===== src/rtl/core/aaht_mod.sv =====
// Reduces a 32-bit hash modulo the bucket count by a registered reciprocal
// multiply and a remainder subtract. No package dependency.
`timescale 1ns / 1ps
module aaht_mod #(
  parameter int BUCKETS = 1024
) (
  input  logic        clk,
  input  logic        rst,
  input  logic        go,
  input  logic [31:0] value,
  output logic        done,
  output logic [$clog2(BUCKETS)-1:0] bucket
);

  localparam int BW = $clog2(BUCKETS);
  localparam int SH = 32 + BW;
  // ceil(2^SH / BUCKETS): exact quotient for every 32-bit input
  localparam logic [32:0] RECIP =
    33'(((64'd1 << SH) + 64'(BUCKETS) - 64'd1) / 64'(BUCKETS));

  logic [64:0] prod;
  logic [31:0] val_r;
  logic        step;
  logic [31:0] quot;
  logic [31:0] rem;

  assign quot = 32'(prod >> SH);
  assign rem  = val_r - quot * 32'(BUCKETS);

  // Registers the product with the reciprocal on go, then the remainder into bucket
  always_ff @(posedge clk) begin
    done <= !rst && step;
    if (rst) begin
      step <= 1'b0;
    end else begin
      step <= go;
      if (go) begin
        prod  <= 65'(value) * 65'(RECIP);
        val_r <= value;
      end
      if (step) bucket <= rem[BW-1:0];
    end
  end
endmodule


===== config.mk =====
export PLATFORM = sky130hd
export DESIGN_NAME = aaht_mod
export DESIGN_NICKNAME = d
export VERILOG_FILES = /design/src/rtl/core/aaht_mod.sv
export SDC_FILE = /design/constraint.sdc
export NUM_CORES = 1
export LEC_CHECK = 0
export BUFFER_PORTS_ARGS = -buffer_cell sky130_fd_sc_hd__buf_4
export CORE_ASPECT_RATIO = 0.7
export CORE_MARGIN = 3
export CORE_UTILIZATION = 34
export DETAILED_ROUTE_END_ITERATION = 8
export PLACE_DENSITY = 0.69
export REMOVE_ABC_BUFFERS = 1
export SETUP_SLACK_MARGIN = 0.4
export SLEW_MARGIN = 15
export SYNTH_ARGS = -nofsm -noshare
export SYNTH_HDL_FRONTEND = slang
export SYNTH_SLANG_ARGS = --single-unit

===== constraint.sdc =====
create_clock -name clk -period 1.27 [get_ports clk]
set_clock_uncertainty 0.1 [all_clocks]
set_input_delay 0.127 -clock clk [delete_from_list [all_inputs] [get_ports clk]]
set_output_delay 0.127 -clock clk [all_outputs]
set_load 0.1 [all_outputs]

==> flow_summary_export.csv, run 1 <==
group,metric,value,unit
timing,tightest_slew,205,ps
power_and_ir_drop,ir_drop,0.00113,V
cells_and_area,final_nets,104,
cts,clkSinkCount,22,
drt,wl,1.03,mm
yosys,ys_ff_latch,22,
worst_setup_path,cpPeakStageDelay,410,ps
global_route,grt_usage,0.0939,
cells_and_area,drive_gt1_frac,0.500,
yosys,ys_warn_count,0,
yosys,syn_area,659,um^2
worst_setup_path,crit_path_max_fanout,1,
timing,slew_headroom,0.864,
cts,cts_tree,"built",
yosys,postSynthCellCount,25,
power_and_ir_drop,p_switching,0.000253,W
min_path,hold_path.class,"input pin to register",
power_and_ir_drop,p_comb_frac,0.085,
cts,cts_root_buffer,"clkbuf_4",
timing,hold_viol,0,
drt,ant_nets,0,
timing,setup-tns-final,0,ps
timing,rsz0062_at_grt,"true",
yosys,synth_cell_type_count,3,
yosys,ys_seq_area_frac,0.972,
power_and_ir_drop,swShare,0.173,
global_route,grt_overflow,0,
timing,fmax,0.881,GHz
cts,worstSkewPairLatency,290,ps
job,drv_cap,0,
worst_setup_path,cp_top_family,"flip-flops",
global_route,grt_max_degree,14,
global_route,grt_pass1_wl,1.59,mm
power_and_ir_drop,powerDensity,1290,nW/um^2
timing,period_minus_slack,1140,ps
cells_and_area,instances_no_fill,89,
drt,viasPerCell,4.24,
worst_setup_path,crit_path_end_kind,"primary output",
worst_setup_path,cpMaxStageDelayCell,"edfxtp_1",
worst_setup_path,timing.critical_path.buf_inv,1,
cts,hold_buffers,12,
yosys,syn_avg_cell_area,26.4,um^2
placement,port_buffers,23,
cells_and_area,layout_commonest_cell,"edfxtp_1",
drt,wl_per_cell,11.6,um
power_and_ir_drop,pwr-share-seq,0.568,
placement,place.gp.congestion,0.602,
global_route,antenna_found_initial,0,
power_and_ir_drop,p_int,0.00121,W
cells_and_area,antenna_cells,0,
floorplan,coreArea,1700,um^2
placement,dp.cells,72,
power_and_ir_drop,p_clk_frac,0.347,
floorplan,dieArea,2510,um^2
floorplan,fp-row-count,12,
timing,slew_viol_final,0,
drt,vias,377,
floorplan,start_util,0.389,
cells_and_area,syn_to_final_growth,71.7,%
floorplan,die_y,42.8,um
worst_setup_path,crit_type,"register to primary output",
worst_setup_path,crit_arrival,910,ps
outcome,status,"completed",
global_route,grt_pass1_vias,368,
cells_and_area,final_cell_mix,"20 x edfxtp_1, 14 x buf_4, 12 x dlygate4sd3_1",
worst_setup_path,cp-start-kind,"register",
cts,cts_buffers,3,
floorplan,pin_count,46,
worst_setup_path,worstPathCellList,"buf_6",
cts,clk_path_buf_depth,2,
worst_setup_path,cp_data_required_time,1040,ps
power_and_ir_drop,power_leakage,0.441,nW
cts,cts_max_level,1,
drt,drtPass1Iterations,4,
drt,route.detailed.drc,0,
cells_and_area,stdcell_area,1130,um^2
timing,setup_viol,0,
cells_and_area,fillCellCount,119,
placement,postPlaceCellArea,881,um^2
floorplan,die_w,58.6,um
drt,drtIter0Drc,1,
cts,cts.clk_slew.worst_paths,110,ps
timing,finalCritPeriodShare,0.894,
## timing repair
| item | in CTS | in global routing |
|---|---|---|
| endpoints found under the setup margin | 21 | 21 |
| gates cloned | 1 | 0 |
| buffers inserted | 0 | 0 |
| gates resized for setup | 19 | 2 |
| endpoints found under the hold margin | 11 | 1 |
| pin swaps | 0 | 0 |
## final timing paths
kind | startpoint | endpoint | slack [ps] | cells after the start
worst max register to register | step$_SDFF_PP0_ | bucket[8]$_DFFE_PP_ | 260 | 2
worst min register to register | val_r[9]$_DFFE_PP_ | bucket[9]$_DFFE_PP_ | 330 | 0
worst max-delay path | bucket[5]$_DFFE_PP_ | bucket[5] | 130 | 1
worst min-delay path | rst | done$_DFF_P_ | 20 | 3
## through the flow
| stage | util | worst slack, ps | total power [W] | hold WS [ps] |
|---|---|---|---|---|
| detailed placement | 0.519 | 262 | 0.000930 | 207 |
| floorplan | - | -20.2 | 0.000883 | 98.6 |
| global route | 0.667 | 71.4 | 0.00153 | -7.12 |
| finish | 0.667 | 134 | 0.00146 | 21.3 |
| CTS | 0.664 | 101 | 0.00149 | 3.25 |
| global placement | 0.519 | 276 | 0.000926 | 202 |
## final cells by class
class	instances	area, um^2	area share
tap	21	26.3	0.0232
clock inverter	1	30.0	0.0265
sequential	22	643	0.568
multi-input combinational	3	26.3	0.0232
timing repair buffer	39	384	0.339
clock buffer	3	22.5	0.0199
## synth_stat cells, drive strengths merged
library cell	number	area, um^2
edfxtp	20	601
dfxtp	2	40.0
nor2b	3	18.8
## cells by family after synthesis
logic type    after synthesis  synth area share
simple gates                3            0.0285
flops                      22             0.972
## state kept, by name, summed over array words and instances (netlist names)
register / count
bucket: 10
done: 1
val_r: 10
step: 1
## metal layers
layer	track usage	vias up	wire [um]
met5	0	-	0
met4	0.0271	0	0
met3	0.0638	0	88
met2	0.160	16	547
met1	0.0914	179	393
li1	-	182	-
## power groups by stage
| stage | clock network (W) | registers, W | logic (W) |
|---|---|---|---|
| final | 0.000509 | 0.000831 | 0.000124 |
| after detailed placement | 0 | 0.000846 | 0.0000839 |
| after CTS | 0.000530 | 0.000831 | 0.000124 |
| after floorplan | 0 | 0.000872 | 0.0000104 |
| after global routing | 0.000569 | 0.000833 | 0.000131 |
| after global placement | 0 | 0.000844 | 0.0000822 |
Power figures use the tool's default switching activity.
==> run 2: changes to the inputs <==
--- a/config.mk
+++ b/config.mk
@@ -7,7 +7,7 @@
 export LEC_CHECK = 0
 export BUFFER_PORTS_ARGS = -buffer_cell sky130_fd_sc_hd__buf_4
 export CORE_ASPECT_RATIO = 0.7
-export CORE_MARGIN = 3
+export CORE_MARGIN = 4
 export CORE_UTILIZATION = 34
 export DETAILED_ROUTE_END_ITERATION = 8
 export PLACE_DENSITY = 0.69
==> flow_summary_export.csv, run 2 (same netlist as run 1, synthesis figures left out) <==
group,metric,value,unit
cells_and_area,syn_to_final_growth,66.2,%
floorplan,die_y,44.8,um
cts,worstSkewPairLatency,300,ps
worst_setup_path,crit_type,"register to primary output",
power_and_ir_drop,p_clk_frac,0.245,
drt,ant_nets,0,
timing,holdWs,22.9,ps
floorplan,fp-row-count,13,
job,drv_cap,0,
timing,fmax,0.877,GHz
worst_setup_path,worst-path-stages,1,
cts,cts_root_buffer,"clkbuf_4",
worst_setup_path,cpMaxStageDelayCell,"edfxtp_1",
power_and_ir_drop,swShare,0.204,
floorplan,die_w,60.6,um
global_route,grt_overflow,0,
drt,route.detailed.drc,0,
worst_setup_path,crit_path_max_fanout,1,
floorplan,coreArea,1850,um^2
cts,cts_tree,"built",
cells_and_area,final_core_util,0.591,
timing,setup-tns-final,0,ps
power_and_ir_drop,pwr-share-seq,0.658,
global_route,grt_pass1_wl,1.56,mm
global_route,grt_usage,0.0861,
drt,drtPass1Iterations,4,
cells_and_area,instances_no_fill,89,
worst_setup_path,rr_endpoint,"bucket[7]$_DFFE_PP_",
global_route,antenna_found_initial,0,
worst_setup_path,cpPeakStageDelay,410,ps
cells_and_area,drive_gt1_frac,0.478,
drt,viasPerCell,4.12,
cells_and_area,antenna_cells,0,
cells_and_area,final_nets,103,
floorplan,dieArea,2720,um^2
min_path,hp-start,"rst",
min_path,min_path_cells,3,
timing,tightest_slew,203,ps
cts,cts.clk_slew.worst_paths,120,ps
worst_setup_path,reg2reg_from,"step$_SDFF_PP0_",
placement,postPlaceCellArea,875,um^2
timing,slew_viol_final,0,
worst_setup_path,cp_data_required_time,1040,ps
placement,port_buffers,23,
placement,dp.cells,72,
worst_setup_path,worstPathCellList,"buf_6",
cells_and_area,layout_commonest_cell,"edfxtp_1",
floorplan,start_util,0.356,
cells_and_area,top_regs,"bucket: 10 flops, val_r: 10 flops",
power_and_ir_drop,ir_drop,0.000581,V
worst_setup_path,reg2reg_setup_slack,280,ps
cts,cts_max_level,1,
power_and_ir_drop,p_comb_frac,0.097,
worst_setup_path,r2r_cells,2,
floorplan,pin_count,46,
cts,clkSinkCount,22,
worst_setup_path,crit_path_end_kind,"primary output",
min_path,hold_path.class,"input pin to register",
drt,vias,367,
worst_setup_path,cp_top_family,"flip-flops",
worst_setup_path,crit_arrival,910,ps
timing,setup_viol,0,
outcome,status,"completed",
timing,period_minus_slack,1140,ps
min_path,whs_endpoint,"done$_DFF_P_",
cts,clk_path_buf_depth,2,
timing,rsz0062_at_grt,"true",
cells_and_area,fillCellCount,140,
placement,place.gp.congestion,0.654,
power_and_ir_drop,p_switching,0.000258,W
drt,drtIter0Drc,5,
drt,wl,1.06,mm
worst_setup_path,cp-start-kind,"register",
cts,cts_buffers,3,
timing,hold_viol,0,
global_route,grt_pass1_vias,332,
worst_setup_path,timing.critical_path.buf_inv,1,
cells_and_area,stdcell_area,1100,um^2
cells_and_area,final_cell_mix,"20 x edfxtp_1, 13 x buf_4, 12 x buf_6, 12 x dlygate4sd3_1, 3 x clkbuf_4",
timing,slew_headroom,0.865,
power_and_ir_drop,power_leakage,0.422,nW
global_route,grt_max_degree,13,
drt,wl_per_cell,11.9,um
power_and_ir_drop,p_int,0.00100,W
timing,finalCritPeriodShare,0.898,
power_and_ir_drop,powerDensity,1150,nW/um^2
[run 2: changes by cell type in the layout (fill, tap and decap cells not counted), sizes merged]
cell	delta
clkinv	+1
bufinv	-1
buf	-1
[run 2: area by class of cell]
cell class	instances	area, um^2	share of cell area
Clock buffer	3	22.5	0.0205
Clock inverter	1	3.75	0.00342
Multi-Input combinational cell	3	26.3	0.0240
Sequential cell	22	643	0.587
Tap cell	22	27.5	0.0251
Timing Repair Buffer	38	373	0.340
[run 2: power by group through the flow]
| stage | registers, W | logic [W] | clock network (W) |
|---|---|---|---|
| 6_report | 0.000831 | 0.000122 | 0.000309 |
| 5_1_grt | 0.000833 | 0.000129 | 0.000347 |
| 4_1_cts | 0.000831 | 0.000123 | 0.000324 |
| 3_5_place_dp | 0.000846 | 0.0000817 | 0 |
| 3_3_place_gp | 0.000844 | 0.0000804 | 0 |
| 2_1_floorplan | 0.000872 | 0.0000104 | 0 |
[run 2: worst register-to-register path: cells and delay by family (launching register included)]
family	cells	cell delay [ps]
DFF	1	330
and+or+nand+nor	1	160
buffers and inverters	1	140
[run 2: worst max-delay path by stage]
| stage | end | start | slack (ps) |
|---|---|---|---|
| CTS | bucket[5] | bucket[5]$_DFFE_PP_ | 110 |
| detailed placement | bucket[9]$_DFFE_PP_ | step$_SDFF_PP0_ | 280 |
| global route | bucket[5] | bucket[5]$_DFFE_PP_ | 80 |
| finish | bucket[5] | bucket[5]$_DFFE_PP_ | 130 |
| global placement | bucket[9]$_DFFE_PP_ | step$_SDFF_PP0_ | 270 |
| floorplan | bucket[0]$_DFFE_PP_ | step$_SDFF_PP0_ | -20 |
[run 2: repair_timing]
item / 4_1_cts / 5_1_grt
buffers inserted: 0 / 0
gates cloned: 1 / 0
hold buffers: 12 / 0
resized for setup: 20 / 1
endpoints found under the setup margin: 21 / 21
hold endpoints to repair: 11 / 0
[run 2: per-layer routing]
metal / track usage / vias to the layer above / part of all wire
met2: 0.102 / 11 / 0.43
met1: 0.123 / 175 / 0.48
met5: 0 / - / 0
li1: - / 179 / -
met3: 0.0171 / 2 / 0.066
met4: 0.0909 / 0 / 0.019
[run 2: metrics by stage]
stage / setup WS [ps] / total power [W]
2_1_floorplan: -20.2 / 0.000883
3_3_place_gp: 271 / 0.000924
3_5_place_dp: 275 / 0.000928
4_1_cts: 111 / 0.00128
5_1_grt: 80.8 / 0.00131
6_report: 129 / 0.00126
